--- config.mk ---
export PLATFORM = sky130hd
export DESIGN_NAME = decimal_seven_segment_writer
export DESIGN_NICKNAME = d
export VERILOG_FILES = /design/src/hw/rtl/dssw_pkg.sv /design/src/hw/rtl/decimal_seven_segment_writer.sv /design/src/hw/rtl/dssw_div10.sv /design/src/hw/rtl/dssw_seq.sv
export SDC_FILE = /design/constraint.sdc
export NUM_CORES = 1
export LEC_CHECK = 0
export ABC_AREA = 1
export BUFFER_PORTS_ARGS = -buffer_cell sky130_fd_sc_hd__buf_2
export CORE_MARGIN = 5
export CORE_UTILIZATION = 40
export DETAILED_ROUTE_END_ITERATION = 10
export HOLD_SLACK_MARGIN = 0.15
export SYNTH_ARGS = -nofsm -noshare
export SYNTH_HDL_FRONTEND = slang
export SYNTH_SLANG_ARGS = --single-unit
--- constraint.sdc ---
create_clock -name i_clk -period 12.6 [get_ports i_clk]
set_clock_uncertainty 0.05 [all_clocks]
set_input_delay 2.52 -clock i_clk [delete_from_list [all_inputs] [get_ports i_clk]]
set_output_delay 2.52 -clock i_clk [all_outputs]
set_load 0.02 [all_outputs]
--- src/hw/rtl/dssw_pkg.sv ---
// Shared types, constants and the seven-segment font for the display writer.
// Used by dssw_div10, dssw_seq and decimal_seven_segment_writer.
// No dependencies.
`timescale 1ns / 1ps

package dssw_pkg;

    // field widths
    localparam int FUNC_W  = 2;
    localparam int FREQ_W  = 31;
    localparam int ID_W    = 7;
    localparam int VALUE_W = 16;
    localparam int LEVEL_W = 8;
    localparam int ADDR_W  = 4;
    localparam int DATA_W  = 8;
    localparam int LVL_W   = 4;
    localparam int CNT_W   = 4;
    localparam int DIGIT_W = 4;

    // default display geometry
    localparam int NUM_DIGITS_DEF   = 8;
    localparam int VALUE_DIGITS_DEF = 5;

    // at most this many register writes per command
    localparam logic [CNT_W-1:0] MAX_WRITES = 4'd15;

    // driver register addresses
    localparam logic [ADDR_W-1:0] ADDR_INTENSITY = 4'd10;
    localparam logic [ADDR_W-1:0] ADDR_SHUTDOWN  = 4'd12;

    // positions that carry a decimal point on a frequency draw wherever a digit is drawn
    localparam logic [ADDR_W-1:0] POINT_POS_A = 4'd4;
    localparam logic [ADDR_W-1:0] POINT_POS_B = 4'd7;

    // segment bytes
    localparam logic [DATA_W-1:0] SEG_POINT = 8'h80;
    localparam logic [DATA_W-1:0] SEG_MINUS = 8'h01;
    localparam logic [DATA_W-1:0] SEG_BLANK = 8'h00;

    localparam logic [LVL_W-1:0] LVL_MAX = 4'd15;

    // reciprocal of ten, scaled by 2^35
    localparam logic [31:0] DIV_RECIP = 32'hCCCC_CCCD;
    localparam int          DIV_SHIFT = 35;
    localparam int          PROD_W    = FREQ_W + 32;
    localparam int          QUOT_W    = PROD_W - DIV_SHIFT;

    typedef enum logic [FUNC_W-1:0] {
        FUNC_FREQ  = 2'd0,
        FUNC_MENU  = 2'd1,
        FUNC_LEVEL = 2'd2
    } t_func;

    typedef enum logic [3:0] {
        ST_IDLE,
        ST_FREQ,
        ST_CLEAR,
        ST_ID_LO,
        ST_ID_HI,
        ST_VALUE,
        ST_LEVEL_ON,
        ST_LEVEL_SET,
        ST_FLUSH
    } t_state;

    typedef struct packed {
        logic              start;
        logic [FREQ_W-1:0] x;
    } t_div_req;

    typedef struct packed {
        logic               valid;
        logic [FREQ_W-1:0]  q;
        logic [DIGIT_W-1:0] r;
    } t_div_rsp;

    typedef struct packed {
        logic              valid;
        logic              last;
        logic [ADDR_W-1:0] addr;
        logic [DATA_W-1:0] data;
    } t_wr;

    // seven-segment pattern of one decimal digit
    function automatic logic [DATA_W-1:0] seg_font(input logic [DIGIT_W-1:0] digit);
        logic [DATA_W-1:0] pat;
        unique case (digit)
            4'd0:    pat = 8'h7E;
            4'd1:    pat = 8'h30;
            4'd2:    pat = 8'h6D;
            4'd3:    pat = 8'h79;
            4'd4:    pat = 8'h33;
            4'd5:    pat = 8'h5B;
            4'd6:    pat = 8'h5F;
            4'd7:    pat = 8'h70;
            4'd8:    pat = 8'h7F;
            4'd9:    pat = 8'h7B;
            default: pat = SEG_BLANK;
        endcase
        return pat;
    endfunction

endpackage

--- src/hw/rtl/decimal_seven_segment_writer.sv ---
// Decimal seven-segment writer top level: sequencer, divide unit, output register.
// Depends on dssw_pkg, dssw_div10 and dssw_seq.
//
// Usage: one command is taken per input transfer (i_valid / o_ready). It turns
// into zero to fifteen register writes (address, byte) for an eight-digit LED
// driver, sent as output transfers (o_valid / i_ready); o_last_write marks the
// final write of a command. A frequency command equal in i_freq and i_cw to the one
// last drawn gives no writes.
// Every decimal digit goes through the shared divide-by-ten unit. o_ready is high
// only while no command is in work.
// The output register holds one write; while the receiver stalls, one more
// write waits inside and the sequencer pauses. A command may be accepted while
// the final write of the previous one still waits to be taken.
// Reset clears the stored frequency, the stored brightness and all handshakes;
// the next frequency command is always drawn.
`timescale 1ns / 1ps

module decimal_seven_segment_writer #(
    parameter int NUM_DIGITS   = dssw_pkg::NUM_DIGITS_DEF,
    parameter int VALUE_DIGITS = dssw_pkg::VALUE_DIGITS_DEF
) (
    input  logic                                i_clk,
    input  logic                                i_rst_n,
    input  logic                                i_valid,
    output logic                                o_ready,
    input  logic [dssw_pkg::FUNC_W-1:0]         i_func,
    input  logic [dssw_pkg::FREQ_W-1:0]         i_freq,
    input  logic                                i_cw,
    input  logic [dssw_pkg::ID_W-1:0]           i_menu_id,
    input  logic signed [dssw_pkg::VALUE_W-1:0] i_menu_value,
    input  logic                                i_edit_mark,
    input  logic [dssw_pkg::LEVEL_W-1:0]        i_level,
    output logic                                o_valid,
    input  logic                                i_ready,
    output logic [dssw_pkg::ADDR_W-1:0]         o_reg_addr,
    output logic [dssw_pkg::DATA_W-1:0]         o_reg_data,
    output logic                                o_last_write
);

    dssw_pkg::t_div_req w_div_req;
    dssw_pkg::t_div_rsp w_div_rsp;
    dssw_pkg::t_wr      w_push;
    logic               w_out_free;

    logic                        r_out_v;
    logic [dssw_pkg::ADDR_W-1:0] r_out_addr;
    logic [dssw_pkg::DATA_W-1:0] r_out_data;
    logic                        r_out_last;

    assign w_out_free = !r_out_v || i_ready;

    dssw_div10 u_div10 (
        .i_clk   (i_clk),
        .i_rst_n (i_rst_n),
        .i_req   (w_div_req),
        .o_rsp   (w_div_rsp)
    );

    dssw_seq #(
        .NUM_DIGITS   (NUM_DIGITS),
        .VALUE_DIGITS (VALUE_DIGITS)
    ) u_seq (
        .i_clk        (i_clk),
        .i_rst_n      (i_rst_n),
        .i_valid      (i_valid),
        .o_ready      (o_ready),
        .i_func       (i_func),
        .i_freq       (i_freq),
        .i_cw         (i_cw),
        .i_menu_id    (i_menu_id),
        .i_menu_value (i_menu_value),
        .i_edit_mark  (i_edit_mark),
        .i_level      (i_level),
        .i_out_free   (w_out_free),
        .o_push       (w_push),
        .o_div_req    (w_div_req),
        .i_div_rsp    (w_div_rsp)
    );

    // output register
    always_ff @(posedge i_clk) begin
        if (!i_rst_n) begin
            r_out_v <= 1'b0;
        end else if (w_push.valid) begin
            r_out_v <= 1'b1;
        end else if (i_ready) begin
            r_out_v <= 1'b0;
        end
        if (w_push.valid) begin
            r_out_addr <= w_push.addr;
            r_out_data <= w_push.data;
            r_out_last <= w_push.last;
        end
    end

    assign o_valid      = r_out_v;
    assign o_reg_addr   = r_out_addr;
    assign o_reg_data   = r_out_data;
    assign o_last_write = r_out_last;

endmodule

--- src/hw/rtl/dssw_div10.sv ---
// Shared divide-by-ten unit: registered quotient and remainder.
// Stage one multiplies by the scaled reciprocal, stage two forms the remainder.
// Depends on dssw_pkg.
`timescale 1ns / 1ps

module dssw_div10 (
    input  logic              i_clk,
    input  logic              i_rst_n,
    input  dssw_pkg::t_div_req i_req,
    output dssw_pkg::t_div_rsp o_rsp
);

    logic [dssw_pkg::PROD_W-1:0]  w_prod;
    logic [dssw_pkg::QUOT_W-1:0]  r_q1;
    logic [dssw_pkg::DIGIT_W-1:0] r_x1;
    logic                         r_v1;
    logic [dssw_pkg::DIGIT_W-1:0] w_q10;
    logic [dssw_pkg::FREQ_W-1:0]  r_q;
    logic [dssw_pkg::DIGIT_W-1:0] r_r;
    logic                         r_valid;

    // reciprocal multiply
    assign w_prod = dssw_pkg::PROD_W'(i_req.x) * dssw_pkg::PROD_W'(dssw_pkg::DIV_RECIP);

    // low four bits of ten times the quotient
    assign w_q10 = {r_q1[0], 3'b000} + {r_q1[2:0], 1'b0};

    // stage one: product
    always_ff @(posedge i_clk) begin
        if (!i_rst_n) begin
            r_v1 <= 1'b0;
        end else begin
            r_v1 <= i_req.start;
        end
        if (i_req.start) begin
            r_q1 <= w_prod[dssw_pkg::PROD_W-1:dssw_pkg::DIV_SHIFT];
            r_x1 <= i_req.x[dssw_pkg::DIGIT_W-1:0];
        end
    end

    // stage two: quotient and remainder, valid until the next start
    always_ff @(posedge i_clk) begin
        if (!i_rst_n) begin
            r_valid <= 1'b0;
        end else if (i_req.start) begin
            r_valid <= 1'b0;
        end else if (r_v1) begin
            r_valid <= 1'b1;
        end
        if (r_v1) begin
            r_q <= dssw_pkg::FREQ_W'(r_q1);
            r_r <= r_x1 - w_q10;
        end
    end

    assign o_rsp.valid = r_valid;
    assign o_rsp.q     = r_q;
    assign o_rsp.r     = r_r;

endmodule

--- src/hw/rtl/dssw_seq.sv ---
// Command sequencer: walks frequency and menu digits through the divide unit
// and emits register writes, holding one back so the final one can be marked.
// Depends on dssw_pkg.
`timescale 1ns / 1ps

module dssw_seq #(
    parameter int NUM_DIGITS   = dssw_pkg::NUM_DIGITS_DEF,
    parameter int VALUE_DIGITS = dssw_pkg::VALUE_DIGITS_DEF
) (
    input  logic                           i_clk,
    input  logic                           i_rst_n,
    input  logic                           i_valid,
    output logic                           o_ready,
    input  logic [dssw_pkg::FUNC_W-1:0]    i_func,
    input  logic [dssw_pkg::FREQ_W-1:0]    i_freq,
    input  logic                           i_cw,
    input  logic [dssw_pkg::ID_W-1:0]      i_menu_id,
    input  logic signed [dssw_pkg::VALUE_W-1:0] i_menu_value,
    input  logic                           i_edit_mark,
    input  logic [dssw_pkg::LEVEL_W-1:0]   i_level,
    input  logic                           i_out_free,
    output dssw_pkg::t_wr                  o_push,
    output dssw_pkg::t_div_req             o_div_req,
    input  dssw_pkg::t_div_rsp             i_div_rsp
);

    localparam logic [dssw_pkg::ADDR_W-1:0] POS_LAST  = dssw_pkg::ADDR_W'(NUM_DIGITS);
    localparam logic [dssw_pkg::ADDR_W-1:0] POS_ID_LO = dssw_pkg::ADDR_W'(NUM_DIGITS - 1);
    localparam logic [dssw_pkg::ADDR_W-1:0] POS_VLAST = dssw_pkg::ADDR_W'(VALUE_DIGITS);

    dssw_pkg::t_state r_state, n_state;

    logic [dssw_pkg::FREQ_W-1:0]  r_shown_freq, n_shown_freq;
    logic                         r_shown_cw, n_shown_cw;
    logic                         r_shown_valid, n_shown_valid;
    logic [dssw_pkg::LVL_W-1:0]   r_prev_level, n_prev_level;
    logic                         r_cw, n_cw;
    logic                         r_edit, n_edit;
    logic                         r_neg, n_neg;
    logic [dssw_pkg::VALUE_W-1:0] r_mag, n_mag;
    logic [dssw_pkg::LVL_W-1:0]   r_lvl, n_lvl;
    logic [dssw_pkg::ADDR_W-1:0]  r_pos, n_pos;
    logic [dssw_pkg::FREQ_W-1:0]  r_rest, n_rest;
    logic [dssw_pkg::CNT_W-1:0]   r_cnt, n_cnt;
    logic                         r_pend_v, n_pend_v;
    logic [dssw_pkg::ADDR_W-1:0]  r_pend_addr, n_pend_addr;
    logic [dssw_pkg::DATA_W-1:0]  r_pend_data, n_pend_data;

    logic                         w_prod;
    logic [dssw_pkg::ADDR_W-1:0]  w_waddr;
    logic [dssw_pkg::DATA_W-1:0]  w_wdata;
    logic                         w_flush;
    logic                         w_can;
    logic                         w_skip;
    logic [dssw_pkg::LVL_W-1:0]   w_lvl;
    logic [dssw_pkg::DATA_W-1:0]  w_digit_pat;
    logic                         w_point;
    logic                         w_keep;

    // a new write may be made once any held write has room to move on
    assign w_can   = !r_pend_v || i_out_free;
    assign w_skip  = r_shown_valid && (i_freq == r_shown_freq) && (i_cw == r_shown_cw);
    assign w_lvl   = (i_level > dssw_pkg::LEVEL_W'(dssw_pkg::LVL_MAX)) ? dssw_pkg::LVL_MAX
                                                                      : i_level[3:0];
    assign w_digit_pat = dssw_pkg::seg_font(i_div_rsp.r);
    assign w_point = (r_pos == 4'd1 && r_cw) || r_pos == dssw_pkg::POINT_POS_A
                     || r_pos == dssw_pkg::POINT_POS_B;
    assign w_keep  = w_prod && (r_cnt != dssw_pkg::MAX_WRITES);
    assign o_ready = (r_state == dssw_pkg::ST_IDLE);

    // state and control registers
    always_ff @(posedge i_clk) begin
        if (!i_rst_n) begin
            r_state       <= dssw_pkg::ST_IDLE;
            r_shown_freq  <= '0;
            r_shown_cw    <= 1'b0;
            r_shown_valid <= 1'b0;
            r_prev_level  <= '0;
            r_cnt         <= '0;
            r_pend_v      <= 1'b0;
        end else begin
            r_state       <= n_state;
            r_shown_freq  <= n_shown_freq;
            r_shown_cw    <= n_shown_cw;
            r_shown_valid <= n_shown_valid;
            r_prev_level  <= n_prev_level;
            r_cnt         <= n_cnt;
            r_pend_v      <= n_pend_v;
        end
    end

    // working registers
    always_ff @(posedge i_clk) begin
        r_cw        <= n_cw;
        r_edit      <= n_edit;
        r_neg       <= n_neg;
        r_mag       <= n_mag;
        r_lvl       <= n_lvl;
        r_pos       <= n_pos;
        r_rest      <= n_rest;
        r_pend_addr <= n_pend_addr;
        r_pend_data <= n_pend_data;
    end

    // next state and write generation
    always_comb begin
        n_state       = r_state;
        n_shown_freq  = r_shown_freq;
        n_shown_cw    = r_shown_cw;
        n_shown_valid = r_shown_valid;
        n_prev_level  = r_prev_level;
        n_cw          = r_cw;
        n_edit        = r_edit;
        n_neg         = r_neg;
        n_mag         = r_mag;
        n_lvl         = r_lvl;
        n_pos         = r_pos;
        n_rest        = r_rest;
        n_cnt         = r_cnt;
        n_pend_v      = r_pend_v;
        n_pend_addr   = r_pend_addr;
        n_pend_data   = r_pend_data;
        w_prod        = 1'b0;
        w_waddr       = r_pos;
        w_wdata       = dssw_pkg::SEG_BLANK;
        w_flush       = 1'b0;
        o_div_req.start = 1'b0;
        o_div_req.x     = i_div_rsp.q;

        unique case (r_state)
            dssw_pkg::ST_IDLE: begin
                if (i_valid) begin
                    n_cnt = '0;
                    unique case (i_func)
                        dssw_pkg::FUNC_FREQ: begin
                            if (!w_skip) begin
                                n_shown_freq    = i_freq;
                                n_shown_cw      = i_cw;
                                n_shown_valid   = 1'b1;
                                n_cw            = i_cw;
                                n_rest          = i_freq;
                                n_pos           = 4'd1;
                                o_div_req.start = 1'b1;
                                o_div_req.x     = i_freq;
                                n_state         = dssw_pkg::ST_FREQ;
                            end
                        end
                        dssw_pkg::FUNC_MENU: begin
                            n_shown_freq    = '0;
                            n_shown_cw      = 1'b0;
                            n_shown_valid   = 1'b0;
                            n_edit          = i_edit_mark;
                            n_neg           = i_menu_value[dssw_pkg::VALUE_W-1];
                            n_mag           = i_menu_value[dssw_pkg::VALUE_W-1]
                                              ? dssw_pkg::VALUE_W'(-i_menu_value)
                                              : dssw_pkg::VALUE_W'(i_menu_value);
                            n_pos           = 4'd1;
                            o_div_req.start = 1'b1;
                            o_div_req.x     = dssw_pkg::FREQ_W'(i_menu_id);
                            n_state         = dssw_pkg::ST_CLEAR;
                        end
                        dssw_pkg::FUNC_LEVEL: begin
                            n_lvl        = w_lvl;
                            n_prev_level = w_lvl;
                            n_state      = (w_lvl == '0 || r_prev_level == '0)
                                           ? dssw_pkg::ST_LEVEL_ON : dssw_pkg::ST_LEVEL_SET;
                        end
                        default: ;
                    endcase
                end
            end
            dssw_pkg::ST_FREQ: begin
                if (i_div_rsp.valid && w_can) begin
                    w_prod  = 1'b1;
                    w_waddr = r_pos;
                    if (r_rest != '0) begin
                        w_wdata = w_digit_pat | (w_point ? dssw_pkg::SEG_POINT
                                                         : dssw_pkg::SEG_BLANK);
                    end
                    o_div_req.start = 1'b1;
                    n_rest  = i_div_rsp.q;
                    n_pos   = r_pos + 4'd1;
                    if (r_pos == POS_LAST) begin
                        n_state = dssw_pkg::ST_FLUSH;
                    end
                end
            end
            dssw_pkg::ST_CLEAR: begin
                if (w_can) begin
                    w_prod  = 1'b1;
                    w_waddr = r_pos;
                    n_pos   = r_pos + 4'd1;
                    if (r_pos == POS_LAST) begin
                        n_state = dssw_pkg::ST_ID_LO;
                    end
                end
            end
            dssw_pkg::ST_ID_LO: begin
                if (i_div_rsp.valid && w_can) begin
                    w_prod  = 1'b1;
                    w_waddr = POS_ID_LO;
                    w_wdata = w_digit_pat | (r_edit ? dssw_pkg::SEG_POINT : dssw_pkg::SEG_BLANK);
                    o_div_req.start = 1'b1;
                    n_state = dssw_pkg::ST_ID_HI;
                end
            end
            dssw_pkg::ST_ID_HI: begin
                if (i_div_rsp.valid && w_can) begin
                    w_prod  = 1'b1;
                    w_waddr = POS_LAST;
                    w_wdata = w_digit_pat;
                    o_div_req.start = 1'b1;
                    o_div_req.x     = dssw_pkg::FREQ_W'(r_mag);
                    n_rest  = dssw_pkg::FREQ_W'(r_mag);
                    n_pos   = 4'd1;
                    n_state = dssw_pkg::ST_VALUE;
                end
            end
            dssw_pkg::ST_VALUE: begin
                if (i_div_rsp.valid && w_can) begin
                    w_waddr = r_pos;
                    if (r_rest != '0) begin
                        w_prod  = 1'b1;
                        w_wdata = w_digit_pat;
                        o_div_req.start = 1'b1;
                        n_rest  = i_div_rsp.q;
                        n_pos   = r_pos + 4'd1;
                        if (r_pos == POS_VLAST) begin
                            n_state = dssw_pkg::ST_FLUSH;
                        end
                    end else begin
                        // minus after the digits, or a lone zero for a zero value
                        if (r_neg) begin
                            w_prod  = 1'b1;
                            w_wdata = dssw_pkg::SEG_MINUS;
                        end else if (r_pos == 4'd1) begin
                            w_prod  = 1'b1;
                            w_wdata = dssw_pkg::seg_font(4'd0);
                        end
                        n_state = dssw_pkg::ST_FLUSH;
                    end
                end
            end
            dssw_pkg::ST_LEVEL_ON: begin
                if (w_can) begin
                    w_prod  = 1'b1;
                    w_waddr = dssw_pkg::ADDR_SHUTDOWN;
                    w_wdata = (r_lvl == '0) ? 8'd0 : 8'd1;
                    n_state = (r_lvl == '0) ? dssw_pkg::ST_FLUSH : dssw_pkg::ST_LEVEL_SET;
                end
            end
            dssw_pkg::ST_LEVEL_SET: begin
                if (w_can) begin
                    w_prod  = 1'b1;
                    w_waddr = dssw_pkg::ADDR_INTENSITY;
                    w_wdata = dssw_pkg::DATA_W'(r_lvl);
                    n_state = dssw_pkg::ST_FLUSH;
                end
            end
            dssw_pkg::ST_FLUSH: begin
                if (!r_pend_v) begin
                    n_state = dssw_pkg::ST_IDLE;
                end else if (i_out_free) begin
                    w_flush  = 1'b1;
                    n_pend_v = 1'b0;
                    n_state  = dssw_pkg::ST_IDLE;
                end
            end
            default: n_state = dssw_pkg::ST_IDLE;
        endcase

        // hold the new write back; writes past the cap are dropped
        if (w_keep) begin
            n_pend_v    = 1'b1;
            n_pend_addr = w_waddr;
            n_pend_data = w_wdata;
            n_cnt       = r_cnt + 4'd1;
        end
    end

    // held write moves to the output register
    assign o_push.valid = (w_keep && r_pend_v) || w_flush;
    assign o_push.last  = w_flush;
    assign o_push.addr  = r_pend_addr;
    assign o_push.data  = r_pend_data;

endmodule
; ---- Word level (Yosys, flattened, before mapping)
; Memories as Yosys holds them, arrays and structs flattened. A register that Yosys moved wholly into a read port is not among the register bits.
; Cells that the tools add are included.
[classes]
eq_ne = 37
n_lt_le_gt_ge = 1
mul = 1
addsub = 5
mux = 89
reduce_logical = 39
bitwise_logic = 4
[ops]
columns = operator, count
row1 = $mux 31, 7
row2 = $mux 4, 32
row3 = $pmux 31 s2, 2
row4 = $pmux 31 s4, 1
row5 = $mux 32, 3
row6 = $mux 8, 10
row7 = $pmux 32 s2, 1
row8 = $mul 31x32->63 const B, 1
row9 = $pmux 8 s6, 1
row10 = $pmux 4 s9, 1
row11 = $eq 31x31->1, 1
row12 = $reduce_bool 31->1, 1
row13 = $eq 4x3->1 const B, 7
row14 = $ne 2x1->1 const B, 11
row15 = $mux 1, 21
row16 = $pmux 4 s5, 1
row17 = $logic_not 4->1, 4
row18 = $neg 16->16, 1
row19 = $or 8x8->8, 2
row20 = $pmux 4 s4, 1
row21 = $mux 15, 1
row22 = $reduce_and 14->1, 1
row23 = $pmux 4 s3, 1
row24 = $reduce_bool 2->1, 5
row25 = other kinds (35), 59
[totals]
rom_bits = 112
input_bits = 70
memories = 1
wordCells = 204
reg_bits = 196
out_inout_bits = 15
[mem_list]
columns = name, words, word_bits, read_ports, rd_clocked_by_memory_dff, write_ports, line_no
row1 = (name not given), 16, 7, 1, 1, 0, dssw_pkg.sv:87  ; unique case (digit)

; ---- Longest topological paths before layout
; Gate-level depths: netlist (run 1).
[logic_depth]
depth_word = 10
mapped_depth = 48
ltp_nobuf = 47

; ---- Hierarchy
; Synthesis (run 1) repeated with hierarchy kept, for this count alone.
[unflattened]
cells_unflattened = 3023
hier_area_um2 = 24230.7
[by_module_without_submodules]
columns = module, seq_area_each_um2, cells_each, area_each_um2, instances
row1 = dssw_div10, 1961.9, 1918, 16007.9, 1
row2 = dssw_seq, 3022.9, 1086, 7786.2, 1
row3 = decimal_seven_segment_writer, 410.4, 19, 436.7, 1

; ---- Least setup slack after synthesis (run 1)
; No wires, ideal clock.
[synth_path]
path_type = input-to-reg
start = input i_freq[20] (netlist bit)
end = register u_div10.r_q1[27] (netlist bit) (data pin)
path_slack_ps = 2551
stages = 45
setup_ps = 260
required_ps = 12290
n_path_buf = 1
arrival_time_ps = 9738
path_cell_list = inv_2 nand2_1 nand2_1 nor2_1 nand2_1 nor2_1 nand2_1 nor2_4 nand2_2 nor2_1 nand2_1 o21ai_1 nor2_1 inv_2 nor2_1 inv_2 nor2_1 buf_2 [9 not listed] fa_1 inv_1 fa_1 inv_1 fa_1 inv_1 ha_1 nand2_1 nor2_1 nand2_1 nor4_1 a21oi_1 nand2_2 nand2_1 nand2_2 nand2_1 nand2_1 xor2_1
[synth_between]
elab_chain_cells = 8
[synth_rtl]
columns = element, line_no
row1 = start: declaration, decimal_seven_segment_writer.sv:27  ; input logic [dssw_pkg::FREQ_W-1:0] i_freq,
row2 = $eq 31x31->1, dssw_seq.sv:62  ; assign w_skip = r_shown_valid && (i_freq == r_shown_freq) && (i_cw == r_shown_cw);
row3 = $logic_and 1x1->1 (2 in a row), dssw_seq.sv:62
row4 = $mux 32 *, dssw_seq.sv:136  ; if (!w_skip) begin
row5 = $pmux 32 s2 *, dssw_seq.sv:134  ; unique case (i_func)
row6 = $mux 32 *, dssw_seq.sv:132  ; if (i_valid) begin
row7 = $pmux 31 s2 *, dssw_seq.sv:130  ; unique case (r_state)
row8 = $mul 31x32->63 *, dssw_div10.sv:23  ; assign w_prod = dssw_pkg::PROD_W'(i_req.x) * dssw_pkg::PROD_W'(dssw_pkg::DIV_RECIP);
row9 = "named net u_div10.w_prod, one bit", dssw_div10.sv:13  ; logic [dssw_pkg::PROD_W-1:0] w_prod;
row10 = end signal: assignment, dssw_div10.sv:36  ; r_q1 <= w_prod[dssw_pkg::PROD_W-1:dssw_pkg::DIV_SHIFT];
row11 = end: declaration, dssw_div10.sv:14  ; logic [dssw_pkg::QUOT_W-1:0] r_q1;
; The timed path passes the listed nets; every way through them passes the cells marked *.
; A chain may end at the register's enable or synchronous reset.

; ---- Worst setup path in the final report (run 1)
[layout_path]
start = input i_freq[25] (netlist bit)
end = register u_div10.r_q1[27] (netlist bit) (data pin)
; Same word-level chain as after synthesis.

==> metrics.log, run 1 <==
[metrics] clock tree sinks: 203
[metrics] Setup TNS: 0 ps
[metrics] uppermost layer routed: met4
[metrics] netlist area before placement: roughly 22000 µm²
[metrics] Num CTS Buffers: 25
[metrics] number of antenna repair diodes: 0
[metrics] clock-pin transition on the worst setup and hold timing paths: 60 ps
[metrics] post-CTS setup buffer count: 0
[metrics] count of cell types in the netlist: between 50 and 60
[metrics] clock tree from TritonCTS: yes
[metrics] RSZ-0062 raised after global routing: no
[metrics] per-instance average area after synthesis: 8.91 µm²
[metrics] count of yosys warnings during synthesis: 0
[metrics] Detailed Place HPWL: approximately 58 mm
[metrics] first-pass GRT wire length: 105 mm
[metrics] clock latency on the worst-skew pair: 550 ps
[metrics] setup violation total in the final timing report: 0
[metrics] wire length on met3: 3.73 mm
[metrics] count of pins on the block boundary: 85
[metrics] number of buffers inserted by port buffering: 84
[metrics] number of cell rows: 86
[metrics] remaining global-route overflow: 0
[metrics] average wire per standard cell: 20.2 µm
[metrics] Max Cap Viol: 0
[metrics] gate count after technology mapping: ~2500
[metrics] DRC: 0
[metrics] Adder-Cell Fraction of Synth Area: around 39%
[metrics] combined buffer and inverter count along the critical path: 10
[metrics] type of element capturing the critical path: flip-flop
[metrics] drt via density: 5.18
[metrics] result of the run: complete, no violations
[metrics] largest delay contributor family on the critical path: adder cells
[metrics] met2 WL: 30.6 mm
[metrics] share of cells above drive strength 1: under 10%
[metrics] overall via count from detail_route: 17300
[metrics] Critical R2R Launch: u_seq.r_state[2]$_SDFFE_PN0P_
[metrics] dominant cell by count in the synthesized netlist: sky130_fd_sc_hd__inv_1
[metrics] transition time of the tightest slew-check pin: 1190 ps
[metrics] data required time of the critical path: 12920 ps
[metrics] antenna-violating nets left: 0
[metrics] DRC violation total after the first TritonRoute iteration: 1115
[metrics] Async SR Flop Fraction: 0%
[metrics] Reg2Reg Setup Slack: ~2500 ps
[metrics] xor and xnor area share after synthesis: 3.24%
[metrics] Setup crit start kind: input pin
[metrics] final clock period utilization by the worst path: 91.5%
[metrics] area overhead of the layout relative to synthesis: 9.61%
[metrics] cts repair resizes: 0
[metrics] stages on the worst setup path: 46
[metrics] register area share after synthesis: 25.0%
[metrics] complex-gate fraction of the synthesized area: 11.0%
[metrics] maximum root-to-sink buffer count: 3
[metrics] cell types occupying the most area after synthesis: sky130_fd_sc_hd__fa_1 (20%), sky130_fd_sc_hd__edfxtp_1 (20%), sky130_fd_sc_hd__ha_1 (18%), sky130_fd_sc_hd__inv_1 (8.2%), sky130_fd_sc_hd__nand2_1 (6.4%)
[metrics] routed length on met1: 31.3 mm
[metrics] Critical Path Fanout Max: 11
[metrics] total number of nets in the final design: 3200
[metrics] count of hold buffers inserted by post-cts repair: 0
[metrics] most frequent cell on the critical path: sky130_fd_sc_hd__nand2_1
[metrics] routed wire length: 67.6 mm
[metrics] number of cells on the worst reg-to-reg path: 35
[metrics] worst endpoint data arrival time: 11850 ps
[metrics] standard cell with the maximum stage delay on the critical path: sky130_fd_sc_hd__fa_1
[metrics] share of synthesized cell area in and, or, nand and nor gates: 12.9%
[metrics] Starting Density: 40.3%
[metrics] number of flops mapped to enable cells by yosys: 147
[metrics] most common library cells after synthesis: sky130_fd_sc_hd__inv_1 (482), sky130_fd_sc_hd__nand2_1 (379), sky130_fd_sc_hd__ha_1 (327)
[metrics] core area: 55000 µm²
[metrics] final weighted congestion of routability-driven global placement: 0.985
[metrics] final hold violation count: 0
[metrics] final slew viol count: 0
[metrics] overall global routing resource usage: 22.3%
[metrics] syn_nets: 3108
[metrics] crit-path max cell delay: 670 ps
[metrics] crit path launch: i_freq[25]
[metrics] share of the synthesized area in the top cell type: 20.1%
[metrics] crit path kind: input pin to flip-flop
[metrics] Clock Tree Root: sky130_fd_sc_hd__clkbuf_16
[metrics] H-tree depth: 1
[metrics] number of antenna violations at the first check in global routing: 3
[metrics] combinational family with the most area after synthesis: adder cells
[metrics] min-delay worst type: flip-flop to flip-flop
[metrics] worst setup path end: u_div10.r_q1[27]$_DFFE_PP_
[metrics] area enclosed by the die boundary: between 60000 and 70000 µm²
[metrics] fillers: 5433
[metrics] most frequently used flop master after synthesis: sky130_fd_sc_hd__edfxtp_1
[metrics] fraction of synthesized area in multiplexers: 0.0508%
[metrics] pin count of the biggest net entering global routing: 41
[metrics] worst flop-to-flop path endpoint: u_div10.r_q1[27]$_DFFE_PP_
[metrics] number of iterations in the first detailed-routing pass: 5
[metrics] cell type contributing the most total cell area after synthesis: sky130_fd_sc_hd__fa_1
[metrics] slew margin rel.: approximately a fifth
[metrics] maximum clock frequency: around 87 MHz
[metrics] vertical extent of the die: 245 µm
[metrics] register bit total from synthesis: 203
[metrics] final critical delay including setup and external delays: 11530 ps
[metrics] via count of the first global-routing pass: between 15000 and 20000
[metrics] overall die width: roughly 250 µm
[state kept, by name, indices dropped and copies added (netlist names), 7 cells and up]
name and count:
u_seq.r_rest 31, u_seq.r_shown_freq 31, u_div10.r_q1 28, u_div10.r_q 28, u_seq.r_mag 16, o_reg_data 8, u_seq.r_pend_data 8, u_seq.w_digit_pat 7
[per-layer routing]
layer	up-vias	global-route usage [%]
met5	-	0
met1	8432	32.0
li1	8341	-
met3	98	2.83
met4	0	5.71
met2	469	36.1
[per-stage QoR]
| stage | instances | hold slack [ps] | utilization [%] | worst slack (ps) | cell area (µm²) |
|---|---|---|---|---|---|
| 2_1_floorplan | 2488 | 350 | - | 2550 | 22200 |
| 3_3_place_gp | 3301 | 354 | 42.8 | 736 | 23500 |
| 3_5_place_dp | 3301 | 355 | 42.8 | 670 | 23500 |
| 4_1_cts | 3345 | 368 | 44.2 | 1190 | 24300 |
| 5_1_grt | 3345 | 373 | 44.2 | 529 | 24300 |
| 6_report | 3345 | 366 | 44.2 | 1070 | 24300 |
[how the worst min path moves through the flow]
stage / from / endpoint / slack [ps] / cells after the start
5_1_grt: u_seq.r_pend_data[3]$_DFFE_PP_ / o_reg_data[3]$_DFFE_PP_ / 370 / 0
6_report: u_seq.r_pend_data[3]$_DFFE_PP_ / o_reg_data[3]$_DFFE_PP_ / 370 / 0
3_5_place_dp: u_div10.r_q1[27]$_DFFE_PP_ / u_div10.r_q[27]$_DFFE_PP_ / 350 / 0
2_1_floorplan: u_seq.r_pend_addr[0]$_DFFE_PP_ / o_reg_addr[0]$_DFFE_PP_ / 350 / 0
4_1_cts: u_seq.r_pend_data[0]$_DFFE_PP_ / o_reg_data[0]$_DFFE_PP_ / 370 / 0
3_3_place_gp: u_seq.r_pend_data[0]$_DFFE_PP_ / o_reg_data[0]$_DFFE_PP_ / 350 / 0
[logic make-up (layout without fill, tap and decap cells)]
kind of cell | after synthesis | after routing
adder cells (fa/ha/maj) | 550 | 550
flip-flops | 203 | 203
AND/OR/NAND/NOR | 689 | 689
buffers and inverters | 545 | 654
AO/OA/AOI/OAI | 418 | 418
multiplexers | 1 | 1
XOR/XNOR | 82 | 82
[placed cells by master, fill, tap and decap left out, types with 18 or more instances in the layout]
master	n
sky130_fd_sc_hd__nand3_1	73
sky130_fd_sc_hd__inv_2	23
sky130_fd_sc_hd__dfxtp_1	55
sky130_fd_sc_hd__a21oi_1	173
sky130_fd_sc_hd__fa_1	223
sky130_fd_sc_hd__edfxtp_1	147
sky130_fd_sc_hd__o221ai_1	23
sky130_fd_sc_hd__ha_1	327
sky130_fd_sc_hd__xnor2_1	36
sky130_fd_sc_hd__nor2_1	169
sky130_fd_sc_hd__o22ai_1	24
sky130_fd_sc_hd__clkbuf_16	25
sky130_fd_sc_hd__nand2_1	379
sky130_fd_sc_hd__buf_2	84
sky130_fd_sc_hd__xor2_1	46
sky130_fd_sc_hd__inv_1	482
sky130_fd_sc_hd__nor4_1	20
sky130_fd_sc_hd__o21ai_0	111
sky130_fd_sc_hd__buf_4	18
[final cells by class]
type,instances,area (µm²),share of cell area [%]
Multi-Input combinational cell,1740,14600,60.1
Sequential cell,203,5540,22.8
Inverter,508,1910,7.85
Tap cell,748,936,3.85
Clock buffer,31,678,2.79
Timing Repair Buffer,102,556,2.29
Clock inverter,13,88.8,0.366
Power of run 1 is left out: the tool's default activity adds up to more than one toggle a clock period on the data nets, which glitch-free logic cannot reach.
==> run 2: changes to the inputs <==
Settings changed: PLACE_DENSITY_LB_ADDON set to 0.2, SYNTH_HIERARCHICAL set to 1.
==> metrics.log, run 2 <==
[metrics] result of the run: complete, no violations
[metrics] count of hold buffers inserted by post-cts repair: 0 (unchanged)
[metrics] crit path kind: input pin to flip-flop
[metrics] number of flops mapped to enable cells by yosys: 147 (unchanged)
[metrics] crit-path max cell delay: 600 ps (-70 ps)
[metrics] via count of the first global-routing pass: 20400 (+14%)
[metrics] minimum hold slack: 379 ps (+12.4 ps)
[metrics] worst endpoint data arrival time: 11250 ps (-600 ps)
[metrics] largest delay contributor family on the critical path: adder cells
[metrics] Max Cap Viol: 0 (unchanged)
[metrics] share of cells above drive strength 1: 8.96% (+1.3 points)
[metrics] RSZ-0062 raised after global routing: no
[metrics] count of cell types in the netlist: 58 (+7.4%)
[metrics] leading cell type in the layout, fill and taps excluded: sky130_fd_sc_hd__nand2_1
[metrics] stages on the worst setup path: 34 (-26%)
[metrics] worst flop-to-flop path endpoint: u_div10/r_q1[19]$_DFFE_PP_
[metrics] hold-critical path depth: 0 (unchanged)
[metrics] dominant cell by count in the synthesized netlist: sky130_fd_sc_hd__nand2_1
[metrics] slew margin rel.: 32.4% (+12 points)
[metrics] maximum clock frequency: 90.8 MHz (+4.6%)
[metrics] final slew viol count: 0 (unchanged)
[metrics] final weighted congestion of routability-driven global placement: 0.971 (-1.4%)
[metrics] area enclosed by the die boundary: 65600 µm² (+8.9%)
[metrics] Reg2Reg Setup Slack: 2890 ps (+350 ps)
[metrics] maximum root-to-sink buffer count: 2 (-1)
[metrics] number of cell rows: 90 (+4.7%)
[metrics] clock-pin transition on the worst setup and hold timing paths: 110 ps (+50 ps)
[metrics] final clock period utilization by the worst path: 87.4% (-4.0 points)
[metrics] type of element capturing the critical path: flip-flop
[metrics] cell types occupying the most area after synthesis: sky130_fd_sc_hd__fa_1 (19%), sky130_fd_sc_hd__edfxtp_1 (18%), sky130_fd_sc_hd__ha_1 (16%), sky130_fd_sc_hd__nand2_1 (11%), sky130_fd_sc_hd__inv_1 (9.9%)
[metrics] average wire per standard cell: 20.6 µm (+1.9%)
[metrics] number of buffers inserted by port buffering: 84 (unchanged)
[metrics] total number of nets in the final design: 3721 (+16%)
[metrics] core area: 60100 µm² (+9.4%)
[metrics] netlist area before placement: 24200 µm² (+9.3%)
[metrics] per-instance average area after synthesis: 8.02 µm² (-10%)
[metrics] vertical extent of the die: 256 µm (+4.4%)
[metrics] drt via density: 5.18 (about the same)
[metrics] min-delay worst type: flip-flop to flip-flop
[metrics] cell type contributing the most total cell area after synthesis: sky130_fd_sc_hd__fa_1
[metrics] register bit total from synthesis: 196 (-3.4%)
[metrics] overall global routing resource usage: 24.4% (+2.1 points)
[metrics] routed wire length: 80.3 mm (+19%)
[metrics] overall via count from detail_route: 20200 (+16%)
[metrics] clock tree from TritonCTS: yes
[metrics] overall die width: 256 µm (+4.4%)
[metrics] Worst Hold Endpoint: o_reg_data[5]$_DFFE_PP_
[metrics] number of iterations in the first detailed-routing pass: 5 (unchanged)
[metrics] cts repair resizes: 0 (unchanged)
[metrics] remaining global-route overflow: 0 (unchanged)
[metrics] setup violation total in the final timing report: 0 (unchanged)
[metrics] pin count of the biggest net entering global routing: 43 (+4.9%)
[metrics] number of antenna violations at the first check in global routing: 3 (unchanged)
[metrics] number of antenna repair diodes: 0 (unchanged)
[metrics] Setup crit start kind: input pin
[metrics] Detailed Place HPWL: 69.7 mm (+19%)
[metrics] combined buffer and inverter count along the critical path: 10 (unchanged)
[metrics] Clock Tree Root: sky130_fd_sc_hd__clkbuf_16
[metrics] total non-filler cell area in the finished layout: 26200 µm² (+7.8%)
[metrics] Placement Cell Area: 25600 µm² (+8.6%)
[metrics] count of pins on the block boundary: 85 (unchanged)
[metrics] most frequently used flop master after synthesis: sky130_fd_sc_hd__edfxtp_1
[metrics] Starting Density: 40.3% (about the same)
[metrics] count of yosys warnings during synthesis: 6 (+6)
[metrics] post-CTS setup buffer count: 0 (unchanged)
[metrics] DRC violation total after the first TritonRoute iteration: 1698 (+52%)
[metrics] data required time of the critical path: 12830 ps (-90 ps)
[metrics] number of cells on the worst reg-to-reg path: 31 (-11%)
[metrics] clock latency on the worst-skew pair: 500 ps (-50 ps)
[metrics] DRC: 0 (unchanged)
[metrics] share of the synthesized area in the top cell type: 19.1% (-1.1 points)
[metrics] Async SR Flop Fraction: 0% (unchanged)
[metrics] final critical delay including setup and external delays: 11020 ps (-509 ps)
[metrics] area overhead of the layout relative to synthesis: 8.10%
[metrics] first-pass GRT wire length: 123 mm (+17%)
[metrics] most common library cells after synthesis: sky130_fd_sc_hd__nand2_1 (687), sky130_fd_sc_hd__inv_1 (637), sky130_fd_sc_hd__ha_1 (318)
[metrics] Critical Path Fanout Max: 10 (-1)
[metrics] clock tree sinks: 196 (-3.4%)
[metrics] Critical R2R Launch: u_seq/r_state[1]$_SDFFE_PN0P_
[metrics] register area share after synthesis: 22.3% (-2.7 points)
[metrics] Num CTS Buffers: 17 (-32%)
[metrics] transition time of the tightest slew-check pin: 1010 ps (-181 ps)
[metrics] gate count after technology mapping: 3023 (+22%)
[metrics] most frequent cells in the layout: sky130_fd_sc_hd__nand2_1 (687), sky130_fd_sc_hd__inv_1 (637), sky130_fd_sc_hd__ha_1 (318), sky130_fd_sc_hd__fa_1 (231), sky130_fd_sc_hd__nor2_1 (183)
[metrics] Setup TNS: 0 ps (unchanged)
[metrics] H-tree depth: 4 (+3)
[metrics] antenna-violating nets left: 0 (unchanged)
[metrics] largest registers: u_seq/r_rest x31, u_seq/r_shown_freq x31
[metrics] startpoint of the most critical hold path: u_seq/r_pend_data[5]$_DFFE_PP_
[metrics] standard cell with the maximum stage delay on the critical path: sky130_fd_sc_hd__fa_1
[metrics] final hold violation count: 0 (unchanged)
-- run 2: logic make-up (layout without fill, tap and decap cells) --
logic type               Yosys count  count (layout)  share of synthesized area [%]
XOR/XNOR                          55              55                           1.99
other                              1               3                         0.0155
adder cells (fa/ha/maj)          549             549                           35.5
AO/OA/AOI/OAI                    313             313                           7.49
AND/OR/NAND/NOR                 1167            1167                           20.9
flip-flops                       196             196                           22.3
buffers and inverters            742             832                           11.8
-- run 2: worst max-delay path by stage --
stage	start	endpoint	slack, ps
after floorplan	i_freq[29]	u_div10/r_q1[21]$_DFFE_PP_	2930
after global placement	i_ready	u_div10/r_q1[19]$_DFFE_PP_	1080
after detailed placement	i_ready	u_div10/r_q1[19]$_DFFE_PP_	1070
after CTS	i_ready	u_div10/r_q1[19]$_DFFE_PP_	1600
after global routing	i_func[0]	u_div10/r_q1[19]$_DFFE_PP_	1130
final	i_ready	u_div10/r_q1[19]$_DFFE_PP_	1580
-- run 2: final cells by class --
cell class                 instances  area, µm²
multi-input combinational       2087      16000
sequential                       196       5400
clock inverter                    15        211
timing repair buffer             102        556
fill                            6188      33900
tap                              782        978
clock buffer                      17        425
inverter                         698       2620
-- run 2: worst register-to-register path: cells and delay by family (launching register included) --
| family | cells | cell delay, ps |
|---|---|---|
| adder cells (fa/ha/maj) | 9 | 4670 |
| buffers and inverters | 10 | 1380 |
| AO/OA/AOI/OAI | 1 | 990 |
| flip-flops | 1 | 370 |
| AND/OR/NAND/NOR | 11 | 2040 |
-- run 2: stage by stage --
step | worst slack (ps) | cells | utilization, %
final | 1580 | 3897 | 43.6
after detailed placement | 1070 | 3865 | 42.5
after CTS | 1600 | 3897 | 43.6
after floorplan | 2930 | 3025 | -
after global placement | 1080 | 3865 | 42.5
after global routing | 1130 | 3897 | 43.6
-- run 2: routing by layer --
layer / vias up / track usage, % / share of wire, %
met1: 9780 / 34.6 / 46
met3: 99 / 4.11 / 6.1
met4: 4 / 6.28 / 2.4
met2: 623 / 39.0 / 45
met5: - / 0 / 0.034
li1: 9680 / - / -
Power of run 2 is left out for the same reason.
